$ cat src/sv/i2cms_pkg.sv
// Shared types, field widths and codes of the I2C master bit sequencer.
package i2cms_pkg;

  localparam int unsigned DEF_TICK_COUNT_WIDTH = 16;
  localparam int unsigned QPT_WIDTH            = 16;
  localparam logic [QPT_WIDTH-1:0] QPT_RESET   = 16'd250;

  localparam int unsigned CMD_WIDTH  = 3;
  localparam int unsigned STEP_WIDTH = 3;

  localparam logic [CMD_WIDTH-1:0] CMD_NONE    = 3'd0;
  localparam logic [CMD_WIDTH-1:0] CMD_START   = 3'd1;
  localparam logic [CMD_WIDTH-1:0] CMD_WRITE   = 3'd2;
  localparam logic [CMD_WIDTH-1:0] CMD_READ    = 3'd3;
  localparam logic [CMD_WIDTH-1:0] CMD_STOP    = 3'd4;
  localparam logic [CMD_WIDTH-1:0] CMD_RESTART = 3'd5;

  localparam logic [STEP_WIDTH-1:0] ST_IDLE    = 3'd0;
  localparam logic [STEP_WIDTH-1:0] ST_START   = 3'd1;
  localparam logic [STEP_WIDTH-1:0] ST_TXBIT   = 3'd2;
  localparam logic [STEP_WIDTH-1:0] ST_ACKIN   = 3'd3;
  localparam logic [STEP_WIDTH-1:0] ST_RXBIT   = 3'd4;
  localparam logic [STEP_WIDTH-1:0] ST_ACKOUT  = 3'd5;
  localparam logic [STEP_WIDTH-1:0] ST_STOP    = 3'd6;
  localparam logic [STEP_WIDTH-1:0] ST_RESTART = 3'd7;

  typedef struct packed {
    logic [CMD_WIDTH-1:0] command;
    logic [6:0]           target_addr;
    logic                 read_not_write;
    logic [7:0]           tx_byte;
    logic                 master_ack;
    logic                 scl_in;
    logic                 sda_in;
  } i2cms_item_t;

  typedef struct packed {
    logic       rejected;
    logic       ack_received;
    logic [7:0] rx_byte;
    logic       command_done;
    logic       busy_res;
    logic       sda_drive_low;
    logic       scl_drive_low;
  } i2cms_result_t;

endpackage

$ cat src/sv/i2cms_core.sv
// Bit sequencer state and the per-tick next-state and result logic.
module i2cms_core
  import i2cms_pkg::*;
#(
  parameter int unsigned TICK_COUNT_WIDTH = DEF_TICK_COUNT_WIDTH
) (
  input  logic                 clk,
  input  logic                 rst,
  input  logic                 advance,
  input  i2cms_item_t          item,
  input  logic [QPT_WIDTH-1:0] qp_ticks,
  output i2cms_result_t        result
);

  localparam int unsigned CW = ((TICK_COUNT_WIDTH > QPT_WIDTH) ? TICK_COUNT_WIDTH : QPT_WIDTH) + 1;
  localparam logic [CW-1:0] CAP = {{(CW-1){1'b0}}, 1'b1} << TICK_COUNT_WIDTH;

  logic [STEP_WIDTH-1:0]       step, step_next;
  logic [1:0]                  quarter, quarter_next;
  logic [3:0]                  bit_index, bit_index_next;
  logic [7:0]                  tx_shift, tx_shift_next;
  logic [7:0]                  rx_shift, rx_shift_next;
  logic [TICK_COUNT_WIDTH-1:0] tick_count, tick_count_next;
  logic                        scl_low, scl_low_next;
  logic                        sda_low, sda_low_next;
  logic                        ack_flag, ack_flag_next;
  logic                        ack_to_send, ack_to_send_next;

  logic [CMD_WIDTH-1:0] cmd;
  logic [CW-1:0]        tick_inc;
  logic [CW-1:0]        qp_raw;
  logic [CW-1:0]        qp_eff;
  logic [1:0]           last_q;
  logic [3:0]           bit_inc;
  logic                 enter;
  logic                 rejected;
  logic                 done;

  always_comb begin
    qp_raw = (qp_ticks == '0) ? CW'(1) : CW'(qp_ticks);
    qp_eff = (qp_raw > CAP) ? CAP : qp_raw;
    tick_inc = CW'(tick_count) + CW'(1);
    bit_inc = bit_index + 4'd1;
    cmd = (item.command > CMD_RESTART) ? CMD_NONE : item.command;
    case (step)
      ST_START, ST_STOP: last_q = 2'd2;
      ST_RESTART:        last_q = 2'd1;
      default:           last_q = 2'd3;
    endcase

    step_next        = step;
    quarter_next     = quarter;
    bit_index_next   = bit_index;
    tx_shift_next    = tx_shift;
    rx_shift_next    = rx_shift;
    tick_count_next  = tick_count;
    scl_low_next     = scl_low;
    sda_low_next     = sda_low;
    ack_flag_next    = ack_flag;
    ack_to_send_next = ack_to_send;
    enter            = 1'b0;
    rejected         = 1'b0;
    done             = 1'b0;

    if (step != ST_IDLE) begin
      rejected = (cmd != CMD_NONE);
      if (tick_inc < qp_eff) begin
        tick_count_next = tick_inc[TICK_COUNT_WIDTH-1:0];
      end else if (quarter == 2'd1 && step == ST_RXBIT && !item.scl_in) begin
        // The slave is stretching the clock: hold until SCL is seen high.
        tick_count_next = tick_count;
      end else begin
        if (quarter == 2'd1) begin
          if (step == ST_RXBIT) begin
            tx_shift_next = {tx_shift[6:0], item.sda_in};
          end else if (step == ST_ACKIN) begin
            ack_flag_next = item.sda_in;
          end
        end
        tick_count_next = '0;
        if (quarter < last_q) begin
          quarter_next = quarter + 2'd1;
          enter = 1'b1;
        end else begin
          quarter_next = 2'd0;
          case (step)
            ST_START: begin
              step_next = ST_TXBIT;
              bit_index_next = 4'd0;
              enter = 1'b1;
            end
            ST_TXBIT: begin
              tx_shift_next = {tx_shift[6:0], 1'b0};
              bit_index_next = bit_inc;
              if (bit_inc[3]) begin
                step_next = ST_ACKIN;
                bit_index_next = 4'd0;
              end
              enter = 1'b1;
            end
            ST_RXBIT: begin
              bit_index_next = bit_inc;
              if (bit_inc[3]) begin
                step_next = ST_ACKOUT;
                bit_index_next = 4'd0;
              end
              enter = 1'b1;
            end
            ST_ACKOUT: begin
              rx_shift_next = tx_shift;
              step_next = ST_IDLE;
              done = 1'b1;
            end
            default: begin
              step_next = ST_IDLE;
              done = 1'b1;
            end
          endcase
        end
      end
    end else if (cmd != CMD_NONE) begin
      quarter_next = 2'd0;
      tick_count_next = '0;
      bit_index_next = 4'd0;
      enter = 1'b1;
      case (cmd)
        CMD_START: begin
          tx_shift_next = {item.target_addr, item.read_not_write};
          step_next = ST_START;
        end
        CMD_WRITE: begin
          tx_shift_next = item.tx_byte;
          step_next = ST_TXBIT;
        end
        CMD_READ: begin
          tx_shift_next = 8'd0;
          ack_to_send_next = item.master_ack;
          step_next = ST_RXBIT;
        end
        CMD_STOP: step_next = ST_STOP;
        default:  step_next = ST_RESTART;
      endcase
    end

    if (enter) begin
      case (step_next)
        ST_START: begin
          if (quarter_next == 2'd0) sda_low_next = 1'b1;
          if (quarter_next == 2'd2) scl_low_next = 1'b1;
        end
        ST_TXBIT, ST_ACKIN, ST_RXBIT, ST_ACKOUT: begin
          if (quarter_next == 2'd0) begin
            scl_low_next = 1'b1;
            if (step_next == ST_TXBIT) begin
              sda_low_next = ~tx_shift_next[7];
            end else if (step_next == ST_ACKOUT) begin
              sda_low_next = ack_to_send_next;
            end else begin
              sda_low_next = 1'b0;
            end
          end
          if (quarter_next == 2'd1) scl_low_next = 1'b0;
          if (quarter_next == 2'd3) scl_low_next = 1'b1;
        end
        ST_STOP: begin
          if (quarter_next == 2'd0) sda_low_next = 1'b1;
          if (quarter_next == 2'd1) scl_low_next = 1'b0;
          if (quarter_next == 2'd2) sda_low_next = 1'b0;
        end
        ST_RESTART: begin
          if (quarter_next == 2'd0) sda_low_next = 1'b0;
          if (quarter_next == 2'd1) scl_low_next = 1'b0;
        end
        default: begin
        end
      endcase
    end

    result.scl_drive_low = scl_low_next;
    result.sda_drive_low = sda_low_next;
    result.busy_res      = (step_next != ST_IDLE);
    result.command_done  = done;
    result.rx_byte       = rx_shift_next;
    result.ack_received  = ack_flag_next;
    result.rejected      = rejected;
  end

  always_ff @(posedge clk) begin
    if (rst) begin
      step        <= ST_IDLE;
      quarter     <= 2'd0;
      bit_index   <= 4'd0;
      tx_shift    <= 8'd0;
      rx_shift    <= 8'd0;
      tick_count  <= '0;
      scl_low     <= 1'b0;
      sda_low     <= 1'b0;
      ack_flag    <= 1'b0;
      ack_to_send <= 1'b0;
    end else if (advance) begin
      step        <= step_next;
      quarter     <= quarter_next;
      bit_index   <= bit_index_next;
      tx_shift    <= tx_shift_next;
      rx_shift    <= rx_shift_next;
      tick_count  <= tick_count_next;
      scl_low     <= scl_low_next;
      sda_low     <= sda_low_next;
      ack_flag    <= ack_flag_next;
      ack_to_send <= ack_to_send_next;
    end
  end

endmodule

$ cat src/sv/i2c_master_bit_sequencer.sv
// Top level of the I2C master bit sequencer: input and result registers around the core.
//
//  Channel  Signals                         Contents
//  s        s_tvalid s_tready s_tdata s_tuser  one base-clock tick with pins and command
//  m        m_tvalid m_tready m_tdata          pin drives and status after that tick
//  cfg      cfg_wen cfg_wdata                  quarter period in base-clock ticks
//
// Every input transfer yields exactly one result transfer, through the input register and then the result register.
// One transfer per cycle is sustained while m does not stall; the core state updates once per tick.
// Synchronous reset returns the bus to idle, both lines released, divider at 250.
// A stall on m holds the result register and, through it, the input register.
module i2c_master_bit_sequencer
  import i2cms_pkg::*;
#(
  parameter int unsigned TICK_COUNT_WIDTH = DEF_TICK_COUNT_WIDTH
) (
  input  logic        clk,
  input  logic        rst,
  input  logic        s_tvalid,
  output logic        s_tready,
  // target_addr[6:0], read_not_write[7], tx_byte[15:8], master_ack[16],
  // scl_in[17], sda_in[18], zero padding[23:19]
  input  logic [23:0] s_tdata,
  // command[2:0]
  input  logic [2:0]  s_tuser,
  output logic        m_tvalid,
  input  logic        m_tready,
  // scl_drive_low[0], sda_drive_low[1], busy_res[2], command_done[3],
  // rx_byte[11:4], ack_received[12], rejected[13], zero padding[15:14]
  output logic [15:0] m_tdata,
  input  logic        cfg_wen,
  input  logic [15:0] cfg_wdata
);

  logic                 in_valid;
  i2cms_item_t          in_item;
  logic                 out_valid;
  i2cms_result_t        out_res;
  i2cms_result_t        core_res;
  logic [QPT_WIDTH-1:0] qp_ticks;
  logic                 advance;

  assign advance  = in_valid && (!out_valid || m_tready);
  assign s_tready = !in_valid || advance;

  always_ff @(posedge clk) begin
    if (rst) begin
      qp_ticks <= QPT_RESET;
    end else if (cfg_wen) begin
      qp_ticks <= cfg_wdata;
    end
  end

  always_ff @(posedge clk) begin
    if (rst) begin
      in_valid <= 1'b0;
    end else if (s_tready) begin
      in_valid <= s_tvalid;
    end
  end

  always_ff @(posedge clk) begin
    if (s_tvalid && s_tready) begin
      in_item.command        <= s_tuser;
      in_item.target_addr    <= s_tdata[6:0];
      in_item.read_not_write <= s_tdata[7];
      in_item.tx_byte        <= s_tdata[15:8];
      in_item.master_ack     <= s_tdata[16];
      in_item.scl_in         <= s_tdata[17];
      in_item.sda_in         <= s_tdata[18];
    end
  end

  i2cms_core #(
    .TICK_COUNT_WIDTH(TICK_COUNT_WIDTH)
  ) u_core (
    .clk      (clk),
    .rst      (rst),
    .advance  (advance),
    .item     (in_item),
    .qp_ticks (qp_ticks),
    .result   (core_res)
  );

  always_ff @(posedge clk) begin
    if (rst) begin
      out_valid <= 1'b0;
    end else if (advance) begin
      out_valid <= 1'b1;
    end else if (m_tready) begin
      out_valid <= 1'b0;
    end
  end

  always_ff @(posedge clk) begin
    if (advance) begin
      out_res <= core_res;
    end
  end

  assign m_tvalid = out_valid;
  assign m_tdata  = {2'b00, out_res};

  a_done_not_busy: assert property (@(posedge clk) disable iff (rst)
    out_valid |-> !(out_res.command_done && out_res.busy_res))
    else $error("command_done reported while still busy");

  a_reject_busy: assert property (@(posedge clk) disable iff (rst)
    (out_valid && out_res.rejected) |-> (out_res.busy_res || out_res.command_done))
    else $error("command rejected while the sequencer was idle");

  a_no_bubble: assert property (@(posedge clk) disable iff (rst)
    (in_valid && !out_valid) |=> out_valid)
    else $error("held input tick did not reach the result register");

endmodule

$ cat config.mk
export PLATFORM = sky130hd
export DESIGN_NAME = i2c_master_bit_sequencer
export DESIGN_NICKNAME = d
export VERILOG_FILES = /design/src/sv/i2cms_pkg.sv /design/src/sv/i2cms_core.sv /design/src/sv/i2c_master_bit_sequencer.sv
export SDC_FILE = /design/constraint.sdc
export NUM_CORES = 1
export LEC_CHECK = 0
export BUFFER_PORTS_ARGS = -buffer_cell sky130_fd_sc_hd__buf_4
export CORE_ASPECT_RATIO = 0.6
export CORE_UTILIZATION = 35
export CTS_BUF_LIST = sky130_fd_sc_hd__clkbuf_4 sky130_fd_sc_hd__clkbuf_8
export CTS_CLUSTER_SIZE = 30
export DETAILED_ROUTE_END_ITERATION = 8
export GPL_TIMING_DRIVEN = 0
export HOLD_SLACK_MARGIN = 0.08
export PLACE_DENSITY = 0.56
export SKIP_CTS_REPAIR_TIMING = 1
export SYNTH_ARGS = -nofsm -noshare
export SYNTH_HDL_FRONTEND = slang
export SYNTH_SLANG_ARGS = --single-unit
$ cat constraint.sdc
create_clock -name clk -period 3.78 [get_ports clk]
set_input_delay 0.567 -clock clk [delete_from_list [all_inputs] [get_ports clk]]
set_output_delay 0.567 -clock clk [all_outputs]
set_load 0.05 [all_outputs]
# --- Word level (Yosys, flattened, before mapping) ---
# Cells that the tools add are included.
# Widths: inputs -> output; s select.
op_classes:
  n_lt_le_gt_ge: 4
  reduce_logical: 26
  n_addsub: 3
  eq_ne: 27
  mux: 76
  n_bitwise: 2
ops:
  columns: ["op", "count"]
  rows:
  - ["$mux 8", 13]
  - ["$mux 16", 5]
  - ["$mux 1", 31]
  - ["$eq 3x3->1 const B", 9]
  - ["$mux 3", 9]
  - ["$pmux 8 s3", 1]
  - ["$mux 4", 5]
  - ["$eq 3x2->1 const B", 6]
  - ["$add 16x1->17 const B", 1]
  - ["$gt 17x17->1 const B", 1]
  - ["$lt 17x17->1", 1]
  - ["$mux 17", 1]
  - ["$logic_not 16->1", 1]
  - ["$pmux 3 s4", 1]
  - ["$mux 2", 5]
  - ["$eq 3x1->1 const B", 3]
  - ["$pmux 3 s3", 1]
  - ["$reduce_bool 3->1", 3]
  - ["$pmux 4 s2", 1]
  - ["$reduce_or 4->1", 2]
  - ["$ne 2x2->1 const B", 3]
  - ["$ne 3x3->1 const B", 2]
  - ["$reduce_and 6->1", 1]
  - ["$reduce_or 2->1", 3]
  - ["other kinds (19)", 29]
word_totals:
  register_bits: 99
  output_inout_bits: 18

# --- Longest topological paths before layout ---
# Gate-level depths: netlist of run 1.
depth:
  depth_word: 14
  depth_mapped: 19
  mapped_depth_nobuf: 16

# --- By module ---
# A second synthesis of run 1 with hierarchy kept.
hier_totals:
  cells_unflattened: 581
  hier_area_um2: 5390.2
modules_own_cells:
  columns: ["module", "seq_area_each_um2", "n_inst", "area_per_inst_um2", "cells_each"]
  rows:
  - ["i2cms_core", 880.8, 1, 3606.0, 480]
  - ["i2c_master_bit_sequencer", 1441.4, 1, 1784.2, 101]

# --- Worst setup path before layout of run 1 ---
# Ideal clock, no wire load.
synth_path:
  path_type: "register -> register"
  startpoint: "reg u_core.tick_count[2]"
  endpoint: "reg out_res, in the netlist m_tdata[0], data pin"
  required_ps: 3520
  setup_time_ps: 260
  synth_period_minus_slack_ps: 4195
  path_buffers: 2
  slack_ps: -415
  t_arrival_ps: 3935
  stages_incl_launch_ff: 18
  cell_sequence: "dfxtp_1 and3_1 clkbuf_1 and3_1 and2_1 and3_1 nand2_1 xnor2_1 ha_1 nand3_1 or4_1 o2111a_1 buf_6 o41ai_2 or4_4 mux2_4 o21ai_0 o21ai_1"
synth_lines:
  columns: ["item", "line", "rtl"]
  rows:
  - ["start: declaration", "i2cms_core.sv:23", "logic [TICK_COUNT_WIDTH-1:0] tick_count, tick_count_next;"]
  - ["start signal: assignment", "i2cms_core.sv:206", "tick_count <= tick_count_next;"]
  - ["end signal: assignment", "i2c_master_bit_sequencer.sv:97", "out_res <= core_res;"]
  - ["end: declaration", "i2c_master_bit_sequencer.sv:38", "i2cms_result_t out_res;"]

==> results.toml, run 1 <==
[logic_synthesis]
synthFlopType = "dfxtp_1"
synth-async-reset-ratio_pct = 0
syn_inst = 561
yosys_warnings = 0
seq_area_frac_synth_pct = 45.2
synth_cell_types = 71
yosys_register_bits = 98
synth_edf_count = 36
syn-cell-area_um2 = 5130
synth.avg_cell_area_um2 = 9.15

[global_route]
grt_use_total_pct = 19.2
grt_max_degree = 24
grt_pass1_wl_mm = 21.6
grt_antenna_before_repair = 0
grt_pass1_vias = 3979
grt.overflow.total = 0

[min_path]
min_from = "s_tdata[17]"
holdPathEnd = "in_item[1]$_DFFE_PP_"
hp-class = "input pin to flop"
whs_path_depth = 1

[floorplanning]
die_w_um = 158
dieArea_um2 = 15200
ios = 66
coreArea_um2 = 14000
rows = 33
start_util_pct = 36.7
die_h_um = 95.8

[placed_design]
place.port_buffers = 57
place.gp.congestion = 0.875
dp_hpwl_mm = 10.8
numPlacedInstances = 811

[clock_network]
cts_made_buffers = 9
htree_levels = 3
root_buffer = "clkbuf_8"
clkLatencyLatePin_ns = 0.38
cts_tree = "done"
cts.sink_count = 98
clkTransAtPathRegs_ns = 0.10
cts_max_path_buffers = 2

[timing]
tightest_slew_ns = 1.22
finalSetupViolations = 24
finalCritPeriodShare_pct = 110
fmax_ghz = 0.241
fin_crit_ns = 4.15
rsz0062_at_grt = "true"
clock_skew_ns = 0.0141
report.final.slew_viol_count = 0
hold_violations = 0
max-slew-margin-rel_pct = 18.5
setup_ws_ns = -0.372

[setup_path]
endpoint_kind = "flop"
reg2regPathDepth = 15
cp.required_ns = 3.90
arrival_ns = 4.28
regToRegSetupSlack_ns = -0.37
r2r_start = "u_core.tick_count[2]$_SDFFE_PP0P_"
crit_fanout = 5
worstSetupPathType = "flop to flop"
crit_path_start_kind = "flop"
timing.rr.end = "m_tdata[0]$_DFFE_PP_"

[pwr]
p_leak_nw = 2.53
vdd_drop_max_mv = 0.204
p_per_area_nw_per_um2 = 335

[drt]
via_per_inst = 5.43
wl_mm = 14.5
num_vias = 4562
drc_errors = 0
routedWlPerCell_um = 17.3
drtIter0Drc = 279
first_pass_iters = 5
antenna_left = 0

[cells_and_area]
post-route-util_pct = 46.2
nets = 710
final_cell_mix = "buf_4, nand2_1, dfxtp_1"
final_common_cell = "buf_4"
antenna_cells = 0
syn_to_final_growth_pct = 26.0
drive_gt1_share_pct = 26.5
final_cells = 840

[job]
drv_cap = 0

[status]
status = "finished, violations left"
violations = "negative setup slack"
[critical path, cell delays in order, from the launching register on]
cell,delay [ns]
dfxtp_4,0.38
and3_4,0.18
buf_6,0.10
and3_4,0.19
and2_4,0.15
nand4_1,0.14
xnor2_2,0.23
ha_1,0.31
nand4_1,0.13
or4_4,0.60
o2111ai_4,0.34
nor2_1,0.08
or4_4,0.51
mux2_4,0.33
o21ai_0,0.14
o21ai_1,0.09
[Yosys cell counts (3+ instances only)]
library cell | instances | area, µm²
and3_1 | 7 | 43.8
mux2i_1 | 12 | 120
nand3_1 | 12 | 60.1
a211oi_1 | 5 | 37.5
edfxtp_1 | 36 | 1080
nor3_1 | 6 | 30.0
ha_1 | 19 | 238
a21o_1 | 5 | 37.5
a41oi_1 | 6 | 52.6
mux2_1 | 6 | 67.6
mux2_2 | 3 | 33.8
nand4_1 | 8 | 50.1
nand2b_1 | 4 | 25.0
and2_1 | 12 | 75.1
clkbuf_1 | 27 | 101
o211ai_1 | 7 | 52.6
nand3b_1 | 6 | 45.0
o31ai_1 | 4 | 30.0
a311oi_1 | 7 | 61.3
dfxtp_1 | 62 | 1240
nor4_1 | 5 | 31.3
or2_2 | 3 | 18.8
nor2b_1 | 5 | 31.3
o21ai_0 | 20 | 100
inv_1 | 23 | 86.3
or3_1 | 3 | 18.8
a22o_1 | 8 | 70.1
xnor2_1 | 9 | 78.8
nor2_1 | 58 | 218
xor2_1 | 6 | 52.6
nand2_1 | 67 | 251
a21oi_1 | 52 | 260
[report_power, final]
group	internal (mW)	switching, mW	leakage [nW]
Sequential	1.13	0.0257	0.858
Combinational	0.136	0.226	1.58
Clock	0.256	0.390	0.0888
[flip-flops by register name (all words and copies together), names as in the netlist]
name                cells
u_core.bit_index        3
u_core.ack_to_send      1
u_core.tx_shift         8
m_tvalid                1
u_core.quarter          2
u_core.rx_shift         8
in_item                22
u_core.step             3
in_valid                1
u_core.sda_low          1
u_core.ack_flag         1
u_core.scl_low          1
m_tdata                14
u_core.tick_count      16
qp_ticks               16
[area by class of cell]
type / instances / area [µm²]
Buffer: 32 / 156
Clock buffer: 10 / 131
Clock inverter: 6 / 50.0
Fill cell: 1314 / 7530
Inverter: 23 / 86.3
Multi-Input combinational cell: 408 / 2930
Sequential cell: 98 / 2330
Tap cell: 192 / 240
Timing Repair Buffer: 71 / 542
[stage by stage]
step | hold WS [ns] | setup WS [ns] | total power, mW | area [µm²] | TNS, ns
after detailed placement | 0.452 | -0.745 | 1.51 | 5860 | -20.99
after global placement | 0.439 | -0.708 | 1.50 | 5860 | -17.33
after CTS | 0.340 | -0.787 | 2.15 | 6040 | -22.61
final | 0.359 | -0.372 | 2.17 | 6470 | -6.23
after global routing | 0.333 | -0.464 | 2.26 | 6470 | -9.25
after floorplan | 0.434 | -0.0166 | 1.39 | 5190 | -0.131
[cells by family after synthesis]
logic type               share of synthesized area, %
buffers and inverters                            4.43
multiplexers                                     4.61
XOR/XNOR                                         2.56
other                                          0.0730
adder cells (fa/ha/maj)                          4.82
flip-flops                                       45.2
AND/OR/NAND/NOR                                  19.8
AO/OA/AOI/OAI                                    18.5
[layer usage]
metal	up-vias	share of wire [%]	GRT usage (%)
li1	2199	-	-
met3	14	7.7	5.13
met1	2165	54	30.4
met5	-	0	0
met2	184	38	24.2
met4	0	0.96	5.45
[worst max path at each step]
stage                                       from                     to  slack [ns]  cells past startpoint
2_1_floorplan  u_core.tick_count[2]$_SDFFE_PP0P_  m_tdata[11]$_DFFE_PP_       -0.02                     15
3_3_place_gp   u_core.tick_count[0]$_SDFFE_PP0P_   m_tdata[1]$_DFFE_PP_       -0.71                     14
3_5_place_dp   u_core.tick_count[0]$_SDFFE_PP0P_   m_tdata[1]$_DFFE_PP_       -0.75                     14
4_1_cts        u_core.tick_count[0]$_SDFFE_PP0P_   m_tdata[1]$_DFFE_PP_       -0.79                     14
5_1_grt        u_core.tick_count[2]$_SDFFE_PP0P_   m_tdata[1]$_DFFE_PP_       -0.46                     15
6_report       u_core.tick_count[2]$_SDFFE_PP0P_   m_tdata[0]$_DFFE_PP_       -0.37                     15
Note: power is estimated with default switching activity, not from simulation.
==> run 2, diff against run 1 <==
Settings changed: SKIP_CTS_REPAIR_TIMING 1 to default.
==> results.toml, run 2 (synthesis gave the netlist of run 1 again) <==
[status]
status = "finished, violations left"
violations = "negative setup slack"

[cells_and_area]
top_register = "in_item"
syn_to_final_growth_pct = 29.6
final_common_cell = "buf_4"
drive_gt1_share_pct = 29.6
final_cells = 855
final_cell_area_um2 = 6660
largest_reg_flops = 22
antenna_cells = 0
final_cell_mix = "buf_4, nand2_1, dfxtp_1"
fillers = 1297
reg.largest.list = "in_item: 22 flops, qp_ticks: 16 flops, u_core.tick_count: 16 flops"
nets = 725

[placed_design]
placed_area_um2 = 5860
dp_hpwl_mm = 10.8
numPlacedInstances = 811
place.gp.congestion = 0.875
place.port_buffers = 57

[clock_network]
cts_tree = "done"
cts.sink_count = 98
htree_levels = 3
ctsHoldBuffers = 0
clkTransAtPathRegs_ns = 0.10
cts_max_path_buffers = 2
cts_made_buffers = 9
clkLatencyLatePin_ns = 0.38
root_buffer = "clkbuf_8"

[drt]
num_vias = 4653
first_pass_iters = 5
routedWlPerCell_um = 17.6
antenna_left = 0
via_per_inst = 5.44
drc_errors = 0
drtIter0Drc = 289
wl_mm = 15.0

[floorplanning]
coreArea_um2 = 14000
ios = 66
dieArea_um2 = 15200
die_h_um = 95.8
rows = 33
start_util_pct = 36.7
die_w_um = 158

[timing]
hold_violations = 0
tightest_slew_ns = 1.20
fin_crit_ns = 4.15
finalCritPeriodShare_pct = 110
report.final.slew_viol_count = 0
fmax_ghz = 0.241
finalSetupViolations = 27
rsz0062_at_grt = "true"
clock_skew_ns = 0.0160
max-slew-margin-rel_pct = 19.8
setup_ws_ns = -0.370

[setup_path]
worstSetupPathType = "flop to flop"
regToRegSetupSlack_ns = -0.37
critPathSlowestCell = "or4_4"
arrival_ns = 4.39
cp.required_ns = 4.02
crit_fanout = 6
cp_slowest_stage_delay_ns = 0.56
cp_cell_sequence = "and3_4 -> and3_4 -> and2_4 -> and3_4 -> nand2_4 -> xnor2_4 -> ha_4 -> nand3_4 -> or4_4 -> o2111a_2 -> buf_6 -> o41ai_4 -> or4_4 -> mux2_4 -> o311ai_2 -> o41ai_1"
cp_common_cell = "and3_4"
endpoint_kind = "flop"
crit_path_start_kind = "flop"

[pwr]
p_per_area_nw_per_um2 = 326
power_mw = 2.17
vdd_drop_max_mv = 0.205
p_leak_nw = 2.62

[global_route]
grt_antenna_before_repair = 0
grt_max_degree = 24
grt_use_total_pct = 20.0
grt_pass1_vias = 4128
grt.overflow.total = 0
grt_pass1_wl_mm = 22.6

[min_path]
hp-class = "input pin to flop"

[job]
drv_cap = 0
## run 2: changes by cell type in the layout (fill, tap and decap cells not counted), sizes merged
| cell | before | now |
|---|---|---|
| buf | 78 | 92 |
| clkbuf | 35 | 36 |
## run 2: worst max-delay path: cells and delay by family (launching register included)
family          cells  cell delay (ns)
simple gates        8             1.64
mux                 1             0.31
compound gates      4             1.07
buf+inv             1             0.14
flops               1             0.39
xor+xnor            1             0.14
fa+ha+maj           1             0.29
## run 2: worst paths after layout
path | start | cells after the start | endpoint
worst max-delay path | u_core.tick_count[4]$_SDFFE_PP0P_ | 16 | u_core.scl_low$_SDFFE_PP0P_
worst min-delay path | s_tdata[17] | 1 | in_item[1]$_DFFE_PP_
worst max register to register | u_core.tick_count[4]$_SDFFE_PP0P_ | 16 | u_core.scl_low$_SDFFE_PP0P_
worst min register to register | u_core.rx_shift[5]$_SDFFE_PP0P_ | 2 | u_core.rx_shift[5]$_SDFFE_PP0P_
## run 2: routing by layer
metal,share of wire [%],GRT usage [%],vias up
li1,-,-,2225
met1,52,31.4,2216
met2,39,26.2,197
met3,8.0,4.91,15
met4,0.91,5.29,0
met5,0,0,-
## run 2: final cells by class
type	instances	area, µm²	share of cell area [%]
plain buffers	32	156	2.35
clock buffers	10	131	1.97
clock inverters	6	50.0	0.752
inverters	23	86.3	1.30
multi-input cells	408	2990	44.9
flip-flops and latches	98	2340	35.1
well taps	192	240	3.61
repair buffers	86	666	10.0
## run 2: stage by stage
| stage | utilization, % | worst slack (ns) | hold slack, ns | setup TNS, ns |
|---|---|---|---|---|
| floorplan | - | -0.0166 | 0.434 | -0.131 |
| global placement | 41.8 | -0.708 | 0.439 | -17.33 |
| detailed placement | 41.8 | -0.745 | 0.452 | -20.99 |
| CTS | 45.3 | -0.273 | 0.340 | -4.41 |
| global route | 47.6 | -0.431 | 0.333 | -9.11 |
| finish | 47.6 | -0.370 | 0.359 | -6.70 |
## run 2: timing repair
action,in CTS,in global routing
gates cloned,2,0
setup endpoints to repair,54,42
gates resized for setup,51,50
setup buffers,11,17
pin swaps,11,21
## run 2: where the power goes
part / leakage (nW) / switching (mW) / internal, mW
Sequential: 0.859 / 0.0259 / 1.13
Combinational: 1.67 / 0.228 / 0.135
Clock: 0.0888 / 0.390 / 0.256
